File: src/rtl/cvs_pkg.sv
// Package with shared constants, types and command codes for the cache victim selector.
package cvs_pkg;

    localparam int ENTRIES    = 16;
    localparam int IDX_BITS   = 4;
    localparam int TICK_BITS  = 32;
    localparam int COUNT_BITS = 16;

    localparam logic [2:0] MODE_TICK   = 3'd0;
    localparam logic [2:0] MODE_ALLOC  = 3'd1;
    localparam logic [2:0] MODE_TOUCH  = 3'd2;
    localparam logic [2:0] MODE_FREE   = 3'd3;
    localparam logic [2:0] MODE_SELECT = 3'd4;

    localparam logic [1:0] POL_LRU = 2'd0;
    localparam logic [1:0] POL_LFU = 2'd1;
    localparam logic [1:0] POL_MIX = 2'd2;

    localparam logic [1:0] ST_DONE   = 2'd0;
    localparam logic [1:0] ST_REJECT = 2'd1;
    localparam logic [1:0] ST_NONE   = 2'd2;

    localparam logic [0:0] REG_POLICY = 1'd0;
    localparam logic [0:0] REG_WEIGHT = 1'd1;

    // Commands from the controller to the datapath.
    typedef struct packed {
        logic update;   // apply tick, allocate, touch or free
        logic clr_scan; // start of a scan: clear running results
        logic scan_a;   // first pass step over entry r_idx (max count, oldest)
        logic scan_b;   // final pass step over entry r_idx (compare)
        logic div_start;
        logic div_sel;  // 0 frequency fraction, 1 recency fraction
        logic take_score;
    } t_cmd;

    typedef struct packed {
        logic div_done;
        logic ent_valid;
    } t_stat;

endpackage

File: src/rtl/cvs_div.sv
// Serial restoring divider giving floor(num * 65536 / den) for num not above den.
module cvs_div (
    input  logic        i_clk,
    input  logic        i_rst_n,
    input  logic        i_start,
    input  logic [31:0] i_num,
    input  logic [31:0] i_den,
    output logic        o_done,
    output logic [16:0] o_q
);
    import cvs_pkg::*;

    logic [32:0] r_rem, n_rem;
    logic [31:0] r_den;
    logic [16:0] r_q, n_q;
    logic [4:0]  r_cnt, n_cnt;
    logic        r_busy, n_busy, r_done, n_done;
    logic [32:0] w_diff;

    assign w_diff = {r_rem[31:0], 1'b0} - {1'b0, r_den};

    always_comb begin
        n_rem = r_rem; n_q = r_q; n_cnt = r_cnt; n_busy = r_busy; n_done = 1'b0;
        if (i_start) begin
            n_rem = {1'b0, i_num};
            n_cnt = 5'd0;
            if (i_den == 32'd0) begin
                n_q = 17'd0; n_done = 1'b1; n_busy = 1'b0;
            end else if (i_num >= i_den) begin
                n_q = 17'h10000; n_done = 1'b1; n_busy = 1'b0;
            end else begin
                n_q = 17'd0; n_busy = 1'b1;
            end
        end else if (r_busy) begin
            // rem < den always, so 2*rem fits in 33 bits.
            if (!w_diff[32]) begin
                n_rem = w_diff;
                n_q   = {r_q[15:0], 1'b1};
            end else begin
                n_rem = {r_rem[31:0], 1'b0};
                n_q   = {r_q[15:0], 1'b0};
            end
            n_cnt = r_cnt + 5'd1;
            if (r_cnt == 5'd15) begin
                n_busy = 1'b0; n_done = 1'b1;
            end
        end
    end

    always_ff @(posedge i_clk) begin
        if (!i_rst_n) begin
            r_busy <= 1'b0; r_done <= 1'b0; r_cnt <= 5'd0;
        end else begin
            r_busy <= n_busy; r_done <= n_done; r_cnt <= n_cnt;
        end
        r_rem <= n_rem;
        r_q   <= n_q;
        if (i_start) r_den <= i_den;
    end

    assign o_done = r_done;
    assign o_q    = r_q;

endmodule

File: src/rtl/cvs_datapath.sv
// Entry table, tick clock, scan registers and score comparison for the victim selector.
module cvs_datapath (
    input  logic                      i_clk,
    input  logic                      i_rst_n,
    input  cvs_pkg::t_cmd             i_cmd,
    output cvs_pkg::t_stat            o_stat,
    input  logic [cvs_pkg::IDX_BITS-1:0] i_idx,
    input  logic [2:0]                i_mode,
    input  logic [3:0]                i_entry,
    input  logic [1:0]                i_policy,
    input  logic [8:0]                i_weight,
    output logic                      o_reject,
    output logic                      o_found,
    output logic [3:0]                o_victim
);
    import cvs_pkg::*;

    logic [ENTRIES-1:0]    r_valid;
    logic [TICK_BITS-1:0]  r_last [ENTRIES];
    logic [COUNT_BITS-1:0] r_count [ENTRIES];
    logic [TICK_BITS-1:0]  r_now;
    logic [COUNT_BITS-1:0] r_maxc;
    logic [TICK_BITS-1:0]  r_oldest;
    logic                  r_found;
    logic [IDX_BITS-1:0]   r_best;
    logic [TICK_BITS-1:0]  r_best_last;
    logic [COUNT_BITS-1:0] r_best_cnt;
    logic [25:0]           r_best_score;
    logic [16:0]           r_nf;
    logic [25:0]           r_score;

    logic [TICK_BITS-1:0]  w_last, w_age, w_range;
    logic [COUNT_BITS-1:0] w_cnt;
    logic                  w_ev, w_better;
    logic [8:0]            w_w;
    logic [31:0]           w_num, w_den;
    logic                  w_ddone;
    logic [16:0]           w_q, w_rec;
    logic [IDX_BITS-1:0]   w_e;

    assign w_e    = i_entry[IDX_BITS-1:0];
    assign w_last = r_last[i_idx];
    assign w_cnt  = r_count[i_idx];
    assign w_ev   = r_valid[i_idx];
    assign w_age  = (w_last > r_now) ? '0 : r_now - w_last;
    assign w_range = (r_now - r_oldest == '0) ? 32'd1 : r_now - r_oldest;
    assign w_w    = (i_weight > 9'd256) ? 9'd256 : i_weight;
    assign w_num  = i_cmd.div_sel ? w_age : {16'd0, w_cnt};
    assign w_den  = i_cmd.div_sel ? w_range : {16'd0, r_maxc};
    assign w_rec  = 17'h10000 - w_q;

    cvs_div u_div (
        .i_clk(i_clk), .i_rst_n(i_rst_n), .i_start(i_cmd.div_start),
        .i_num(w_num), .i_den(w_den), .o_done(w_ddone), .o_q(w_q)
    );

    always_comb begin
        unique case (i_policy)
            POL_LFU: w_better = !r_found || (w_cnt < r_best_cnt);
            POL_MIX: w_better = !r_found || (r_score < r_best_score);
            default: w_better = (w_last < r_now) && (!r_found || (w_last < r_best_last));
        endcase
    end

    assign o_reject = (i_mode == MODE_ALLOC) ? r_valid[w_e] :
                      (i_mode == MODE_TOUCH || i_mode == MODE_FREE) ? !r_valid[w_e] :
                      (i_mode == MODE_TICK || i_mode == MODE_SELECT) ? 1'b0 : 1'b1;

    always_ff @(posedge i_clk) begin
        if (!i_rst_n) begin
            r_valid <= '0;
            r_now   <= '0;
            r_found <= 1'b0;
        end else begin
            if (i_cmd.update && !o_reject) begin
                unique case (i_mode)
                    MODE_TICK:  if (r_now != '1) r_now <= r_now + 1'b1;
                    MODE_ALLOC: r_valid[w_e] <= 1'b1;
                    MODE_FREE:  r_valid[w_e] <= 1'b0;
                    default: ;
                endcase
            end
            if (i_cmd.clr_scan) r_found <= 1'b0;
            else if (i_cmd.scan_b && w_ev && w_better) r_found <= 1'b1;
        end
        // Entry payload: a free clears the fields to zero; reset leaves them as they are.
        if (i_cmd.update && !o_reject) begin
            if (i_mode == MODE_ALLOC || i_mode == MODE_FREE) begin
                r_last[w_e]  <= (i_mode == MODE_ALLOC) ? r_now : '0;
                r_count[w_e] <= '0;
            end else if (i_mode == MODE_TOUCH) begin
                r_last[w_e] <= r_now;
                if (r_count[w_e] != '1) r_count[w_e] <= r_count[w_e] + 1'b1;
            end
        end
        if (i_cmd.clr_scan) begin
            r_maxc   <= 16'd1;
            r_oldest <= r_now;
        end else if (i_cmd.scan_a && w_ev) begin
            if (w_cnt > r_maxc) r_maxc <= w_cnt;
            if (w_last < r_oldest) r_oldest <= w_last;
        end
        if (w_ddone && !i_cmd.div_sel) r_nf <= w_q;
        if (i_cmd.take_score)
            r_score <= 26'(w_w) * 26'(r_nf) + 26'(9'd256 - w_w) * 26'(w_rec);
        if (i_cmd.scan_b && w_ev && w_better) begin
            r_best       <= i_idx;
            r_best_last  <= w_last;
            r_best_cnt   <= w_cnt;
            r_best_score <= r_score;
        end
    end

    assign o_stat.div_done  = w_ddone;
    assign o_stat.ent_valid = w_ev;
    assign o_found  = r_found;
    assign o_victim = r_best;

`ifndef SYNTHESIS
    a_now_mono: assert property (@(posedge i_clk) disable iff (!i_rst_n)
        $past(i_rst_n) |-> r_now >= $past(r_now)) else $error("tick went back");
    a_free_clear: assert property (@(posedge i_clk) disable iff (!i_rst_n)
        (i_cmd.update && !o_reject && i_mode == MODE_FREE) |=> !r_valid[$past(w_e)])
        else $error("free left entry valid");
    a_maxc_pos: assert property (@(posedge i_clk) disable iff (!i_rst_n)
        i_cmd.scan_b |-> r_maxc != '0) else $error("zero max count");
`endif

endmodule

File: src/rtl/cvs_ctrl.sv
// Controller sequencing updates and the victim scans over the entry table.
module cvs_ctrl (
    input  logic                         i_clk,
    input  logic                         i_rst_n,
    input  logic                         i_in_valid,
    output logic                         o_in_ready,
    input  logic [2:0]                   i_mode,
    input  logic [1:0]                   i_policy,
    input  cvs_pkg::t_stat               i_stat,
    output cvs_pkg::t_cmd                o_cmd,
    output logic [cvs_pkg::IDX_BITS-1:0] o_idx,
    output logic                         o_res_load,
    input  logic                         i_out_free
);
    import cvs_pkg::*;

    localparam logic [2:0] S_IDLE = 3'd0, S_PASSA = 3'd1, S_PASSB = 3'd2,
                           S_DNF = 3'd3, S_DREC = 3'd4, S_CMP = 3'd5, S_DONE = 3'd6;

    logic [2:0]          r_state, n_state;
    logic [IDX_BITS-1:0] r_idx, n_idx;
    logic                r_wait, n_wait;
    logic                w_last_idx, w_mix;

    assign w_last_idx = (r_idx == IDX_BITS'(ENTRIES - 1));
    assign w_mix      = (i_policy == POL_MIX);
    assign o_idx      = r_idx;
    assign o_in_ready = (r_state == S_IDLE) && i_out_free;

    always_comb begin
        n_state = r_state; n_idx = r_idx; n_wait = 1'b0;
        o_cmd = '0; o_res_load = 1'b0;
        unique case (r_state)
            S_IDLE: if (i_in_valid && o_in_ready) begin
                if (i_mode == MODE_SELECT) begin
                    o_cmd.clr_scan = 1'b1; n_idx = '0;
                    n_state = w_mix ? S_PASSA : S_PASSB;
                end else begin
                    o_cmd.update = 1'b1; o_res_load = 1'b1;
                end
            end
            S_PASSA: begin
                o_cmd.scan_a = 1'b1; n_idx = r_idx + 1'b1;
                if (w_last_idx) begin n_idx = '0; n_state = S_DNF; n_wait = 1'b1; end
            end
            S_DNF: begin
                o_cmd.div_sel = 1'b0;
                if (r_wait) begin
                    if (i_stat.ent_valid) o_cmd.div_start = 1'b1;
                    else n_state = S_CMP;
                end else if (i_stat.div_done) begin
                    n_state = S_DREC; n_wait = 1'b1;
                end
            end
            S_DREC: begin
                o_cmd.div_sel = 1'b1;
                if (r_wait) o_cmd.div_start = 1'b1;
                else if (i_stat.div_done) begin o_cmd.take_score = 1'b1; n_state = S_CMP; end
            end
            S_CMP: begin
                o_cmd.scan_b = 1'b1; n_idx = r_idx + 1'b1;
                if (w_last_idx) n_state = S_DONE;
                else begin n_state = S_DNF; n_wait = 1'b1; end
            end
            S_PASSB: begin
                o_cmd.scan_b = 1'b1; n_idx = r_idx + 1'b1;
                if (w_last_idx) n_state = S_DONE;
            end
            S_DONE: begin o_res_load = 1'b1; n_state = S_IDLE; end
            default: n_state = S_IDLE;
        endcase
    end

    always_ff @(posedge i_clk) begin
        if (!i_rst_n) begin
            r_state <= S_IDLE; r_idx <= '0; r_wait <= 1'b0;
        end else begin
            r_state <= n_state; r_idx <= n_idx; r_wait <= n_wait;
        end
    end

`ifndef SYNTHESIS
    a_ready_idle: assert property (@(posedge i_clk) disable iff (!i_rst_n)
        o_in_ready |-> r_state == S_IDLE) else $error("ready while busy");
    a_one_cmd: assert property (@(posedge i_clk) disable iff (!i_rst_n)
        $onehot0({o_cmd.update, o_cmd.scan_a, o_cmd.scan_b})) else $error("command clash");
    a_done_load: assert property (@(posedge i_clk) disable iff (!i_rst_n)
        r_state == S_DONE |-> o_res_load) else $error("result lost");
`endif

endmodule

File: src/rtl/cache_victim_selector.sv
// Top level of the cache victim selector: stream ports, registers and result word.
//  channel | direction | handshake             | contents
//  s_axis  | in        | tvalid/tready         | tdata[2:0] mode, [6:3] entry
//  m_axis  | out       | tvalid/tready         | tdata[1:0] status, [5:2] victim
//  cfg     | in        | i_cfg_we              | index 0 policy, 1 frequency_weight
// Tick, allocate, touch, free apply when taken; LRU/LFU select scans each entry.
// Weighted select: a first pass, then the one divider runs twice per valid entry.
// A new word is taken only when the output register is empty or being drained.
// Reset is synchronous, active low; it clears valid bits, tick, config and tvalid.
module cache_victim_selector (
    input  logic       i_clk,
    input  logic       i_rst_n,
    input  logic       s_axis_tvalid,
    output logic       s_axis_tready,
    input  logic [7:0] s_axis_tdata,  // mode [2:0], entry [6:3]
    output logic       m_axis_tvalid,
    input  logic       m_axis_tready,
    output logic [7:0] m_axis_tdata,  // status [1:0], victim [5:2]
    input  logic       i_cfg_we,
    input  logic       i_cfg_index,
    input  logic [8:0] i_cfg_data
);
    import cvs_pkg::*;

    logic [1:0] r_policy;
    logic [8:0] r_weight;
    logic [2:0] r_mode;
    logic [3:0] r_entry;
    logic       r_ovalid;
    logic [5:0] r_odata;
    t_cmd       w_cmd;
    t_stat      w_stat;
    logic [IDX_BITS-1:0] w_idx;
    logic       w_load, w_reject, w_found, w_out_free, w_acc;
    logic [3:0] w_victim;
    logic [2:0] w_mode;
    logic [3:0] w_entry;

    assign w_out_free = !r_ovalid || m_axis_tready;
    assign w_acc  = s_axis_tvalid && s_axis_tready;
    assign w_mode  = w_acc ? s_axis_tdata[2:0] : r_mode;
    assign w_entry = w_acc ? s_axis_tdata[6:3] : r_entry;

    cvs_ctrl u_ctrl (
        .i_clk(i_clk), .i_rst_n(i_rst_n), .i_in_valid(s_axis_tvalid),
        .o_in_ready(s_axis_tready), .i_mode(s_axis_tdata[2:0]), .i_policy(r_policy),
        .i_stat(w_stat), .o_cmd(w_cmd), .o_idx(w_idx), .o_res_load(w_load),
        .i_out_free(w_out_free)
    );

    cvs_datapath u_dp (
        .i_clk(i_clk), .i_rst_n(i_rst_n), .i_cmd(w_cmd), .o_stat(w_stat),
        .i_idx(w_idx), .i_mode(w_mode), .i_entry(w_entry), .i_policy(r_policy),
        .i_weight(r_weight), .o_reject(w_reject), .o_found(w_found), .o_victim(w_victim)
    );

    always_ff @(posedge i_clk) begin
        if (!i_rst_n) begin
            r_policy <= POL_LRU;
            r_weight <= 9'd128;
            r_ovalid <= 1'b0;
        end else begin
            if (i_cfg_we && i_cfg_index == REG_POLICY) r_policy <= i_cfg_data[1:0];
            if (i_cfg_we && i_cfg_index == REG_WEIGHT) r_weight <= i_cfg_data;
            if (w_load) r_ovalid <= 1'b1;
            else if (m_axis_tready) r_ovalid <= 1'b0;
        end
        if (w_acc) begin
            r_mode  <= s_axis_tdata[2:0];
            r_entry <= s_axis_tdata[6:3];
        end
        if (w_load) begin
            if (w_mode == MODE_SELECT)
                r_odata <= w_found ? {w_victim, ST_DONE} : {4'd0, ST_NONE};
            else
                r_odata <= {4'd0, w_reject ? ST_REJECT : ST_DONE};
        end
    end

    assign m_axis_tvalid = r_ovalid;
    assign m_axis_tdata  = {2'b00, r_odata};

endmodule

File: config.mk
export PLATFORM = sky130hd
export DESIGN_NAME = cache_victim_selector
export DESIGN_NICKNAME = d
export VERILOG_FILES = /design/src/rtl/cvs_pkg.sv /design/src/rtl/cvs_div.sv /design/src/rtl/cvs_datapath.sv /design/src/rtl/cvs_ctrl.sv /design/src/rtl/cache_victim_selector.sv
export SDC_FILE = /design/constraint.sdc
export NUM_CORES = 2
export LEC_CHECK = 0
export ABC_CLOCK_PERIOD_IN_PS = 8930
export BUFFER_PORTS_ARGS = -buffer_cell sky130_fd_sc_hd__buf_2
export CORE_MARGIN = 2
export CORE_UTILIZATION = 41
export CTS_BUF_LIST = sky130_fd_sc_hd__clkbuf_8
export DETAILED_ROUTE_END_ITERATION = 10
export GPL_ROUTABILITY_DRIVEN = 0
export SKIP_CTS_REPAIR_TIMING = 1
export SLEW_MARGIN = 20
export SYNTH_ARGS = -nofsm -noshare
export SYNTH_HDL_FRONTEND = slang
export SYNTH_SLANG_ARGS = --single-unit
File: constraint.sdc
create_clock -name i_clk -period 8.93 [get_ports i_clk]
set_input_delay 0.4465 -clock i_clk [delete_from_list [all_inputs] [get_ports i_clk]]
set_output_delay 0.4465 -clock i_clk [all_outputs]
set_load 0.02 [all_outputs]
==> impl_metrics.json <==
{
  "min_period_ns": 8.60,
  "syn2layout_area_growth_pct": 10.8,
  "maxCapViolCount": 0,
  "die_area_um2": 166000,
  "fp.dieH_um": 407,
  "cts_sinks": 1111,
  "ys_ff_latch": 1111,
  "die_w_um": 407,
  "maxSlewHeadroom_pct": 33.1,
  "numCtsBuffers": 186,
  "grt_pass1_vias": 43000,
  "io_buffers": 29,
  "status": "complete, no violations",
  "vdd_ir_drop_max_v": 0.000924,
  "ys_warn_count": 0,
  "yosysSeqAreaShare_pct": 48.5,
  "drcViolationCount": 0,
  "tritoncts": "yes",
  "fin_crit_sh_pct": 96.3,
  "rows": 147,
  "hold_class": "input port to flop",
  "slew_violations": 0,
  "antenna_left": 0,
  "grt_max_degree": 78,
  "synth_cell_types": 101,
  "synthesis.area_um2": 66600,
  "place_inst": 7386,
  "tightest_slew_ns": 0.978,
  "cts_root_buffer": "clkbuf_8",
  "h-tree-depth": 4,
  "grt_first_pass_wirelength_mm": 264,
  "critPathCaptureType": "flop",
  "wl_per_cell_um": 22.2,
  "wl_met1_mm": 72.7,
  "fp.coreArea_um2": 161000,
  "wl_mm": 172,
  "syn_inst": 5220,
  "pwr_density_cell_nw_per_um2": 303,
  "synth_edf_count": 1008,
  "dp_hpwl_mm": 120,
  "finalSetupViolations": 0,
  "drt-initial-drc-count": 3002,
  "overflow": 0,
  "drive_gt1_share_pct": 13.7,
  "layout.cells.non_filler": 7734,
  "p_leak_uw": 0.0283,
  "io_pins": 33,
  "synth_top_area_share_pct": 45.4,
  "vias_per_cell": 5.44,
  "synthTopCellsByArea": "edfxtp_1, fa_1, mux4_2",
  "firstDrtPassIters": 6,
  "fmax_mhz": 116,
  "synth_ff_type": "edfxtp_1",
  "reg2reg_to": "u_dp.r_score[25]",
  "cp_max_fo": 7,
  "reg2reg_depth": 27,
  "syn_area_per_cell_um2": 12.8,
  "crit_type": "flop to flop",
  "r2r-start": "r_weight[8]",
  "wl_met3_mm": 8.69,
  "nNetsFinal": 6148,
  "synth_top_area_cell": "edfxtp_1",
  "synthArstFlopShare_pct": 0,
  "crit_end": "u_dp.r_score[25]",
  "fin_tns_setup_ns": 0,
  "totalPowerFinal_uw": 22300,
  "grt_util_all_layers_pct": 20.8,
  "arrival_ns": 9.17,
  "fin_skew_ns": 0.0969,
  "fillerInstances": 14500,
  "worst_ep_required_time_ns": 9.50,
  "fin_util_pct": 45.9,
  "start_kind": "flop",
  "rrSetupSlack_ns": 0.33,
  "synth_commonest_cells": "edfxtp_1, inv_1, nand2_1, ha_1, fa_1",
  "critPathLaunch": "r_weight[8]",
  "vias": 42100,
  "worst_skew_pair.late_latency_ns": 0.93,
  "path_clk_slew_ns": 0.06,
  "top_layer_used": "met4",
  "start_util_pct": 41.4,
  "clock_path_buffers": 3,
  "synth_most_common_cell": "edfxtp_1",
  "antenna_found_initial": 2,
  "finalHoldViolCount": 0,
  "wl_met2_mm": 84.1
}
[power by group]
part,switching (uW),internal [uW]
Combinational,6550,5030
Sequential,99.4,6250
Clock,2180,2240
[state kept, by name (all words and copies together) (netlist names), 17 cells and up, named ones only]
name,cells
u_dp.u_div.r_den,32
u_dp.r_best_score,26
u_dp.r_count,256
u_dp.u_div.r_rem,32
u_dp.r_score,26
u_dp.u_div.o_q,17
u_dp.r_nf,17
u_dp.r_now,32
u_dp.r_best_last,32
u_dp.r_last,512
u_dp.r_oldest,32
[worst min-delay path by stage]
stage | from | to | slack, ns | cells past startpoint
after floorplan | u_ctrl.o_idx[2] | u_dp.o_victim[2] | 0.41 | 0
after global placement | u_dp.r_score[0] | u_dp.r_best_score[0] | 0.42 | 0
after detailed placement | u_dp.r_score[18] | u_dp.r_best_score[18] | 0.44 | 0
after CTS | i_cfg_data[8] | r_weight[8] | -0.25 | 3
after global routing | s_axis_tdata[1] | r_mode[1] | 0.07 | 3
final | s_axis_tdata[1] | r_mode[1] | 0.06 | 3
[kinds of logic (layout without fill, tap and decap cells)]
family,count (synthesis),count (layout),synth area share (%)
XOR/XNOR,205,205,2.69
AND/OR/NAND/NOR,1403,1403,10.4
buffers and inverters,784,1079,4.65
other,2,61,0.0113
multiplexers,324,324,9.88
flip-flops,1111,1111,48.5
AO/OA/AOI/OAI,694,694,6.99
adder cells (fa/ha/maj),697,697,16.9
[critical path, cell delays in order (launching register included)]
cell and delay (ns):
dfxtp_1 0.47, nor2b_1 0.10, nor3_1 0.47, nand3b_1 0.31
xnor2_1 0.45, buf_4 0.23, nor2_1 0.06, fa_1 0.45
fa_1 0.51, fa_1 0.52, fa_1 0.58, fa_1 0.45
fa_1 0.52, inv_1 0.06, fa_1 0.47, inv_1 0.04
ha_1 0.18, or3_1 0.39, or3_1 0.33, o221a_2 0.27
a21o_1 0.18, a21o_1 0.21, nand2_1 0.12, a2111oi_0 0.11
a2111oi_0 0.43, buf_4 0.19, a21oi_1 0.07, xnor2_1 0.12
[per-layer routing]
| layer | vias up | GRT usage [%] |
|---|---|---|
| met1 | 21500 | 27.5 |
| met5 | - | 0 |
| met2 | 1147 | 34.8 |
| met4 | 0 | 7.55 |
| met3 | 334 | 3.01 |
| li1 | 19100 | - |
[metrics by stage]
| step | setup WS (ns) | hold slack, ns | instance area [um2] |
|---|---|---|---|
| finish | 0.330 | 0.0629 | 73800 |
| global route | -0.0545 | 0.0747 | 73800 |
| CTS | 0.301 | -0.249 | 73700 |
| detailed placement | 0.385 | 0.443 | 70000 |
| global placement | 0.527 | 0.425 | 70000 |
| floorplan | 0.412 | 0.406 | 66900 |
[cells in the final DEF, fill, tap and decap left out, types with 26 or more instances in the layout]
master and count:
a21oi_1 170, o211ai_1 26, nand2b_1 39, nor2b_1 53, ha_1 359, nand2_1 467
nand3_1 83, a311oi_1 37, clkbuf_8 191, xor2_1 73, o21a_1 39, nor3_1 41
a21o_1 86, edfxtp_1 1008, o21ai_0 122, o31ai_1 31, nor2_1 279, nand4_1 35
conb_1 60, mux2i_1 52, mux4_2 265, xnor2_1 131, inv_1 642, buf_2 29
and2_1 197, clkinv_1 37, dfxtp_1 99, a211oi_1 31, buf_4 112, fa_1 338
and3_1 64
[layout make-up]
class / count / area (um2) / area share [%]
clock buffer: 191 / 2630 / 3.56
timing repair buffer: 161 / 1250 / 1.69
sequential: 1111 / 32300 / 43.8
tap: 2160 / 2700 / 3.66
clock inverter: 142 / 996 / 1.35
antenna: 1 / 2.50 / 0.00339
inverter: 585 / 2200 / 2.98
multi-input combinational: 3383 / 31700 / 42.9
Power figures use the tool's default switching activity.
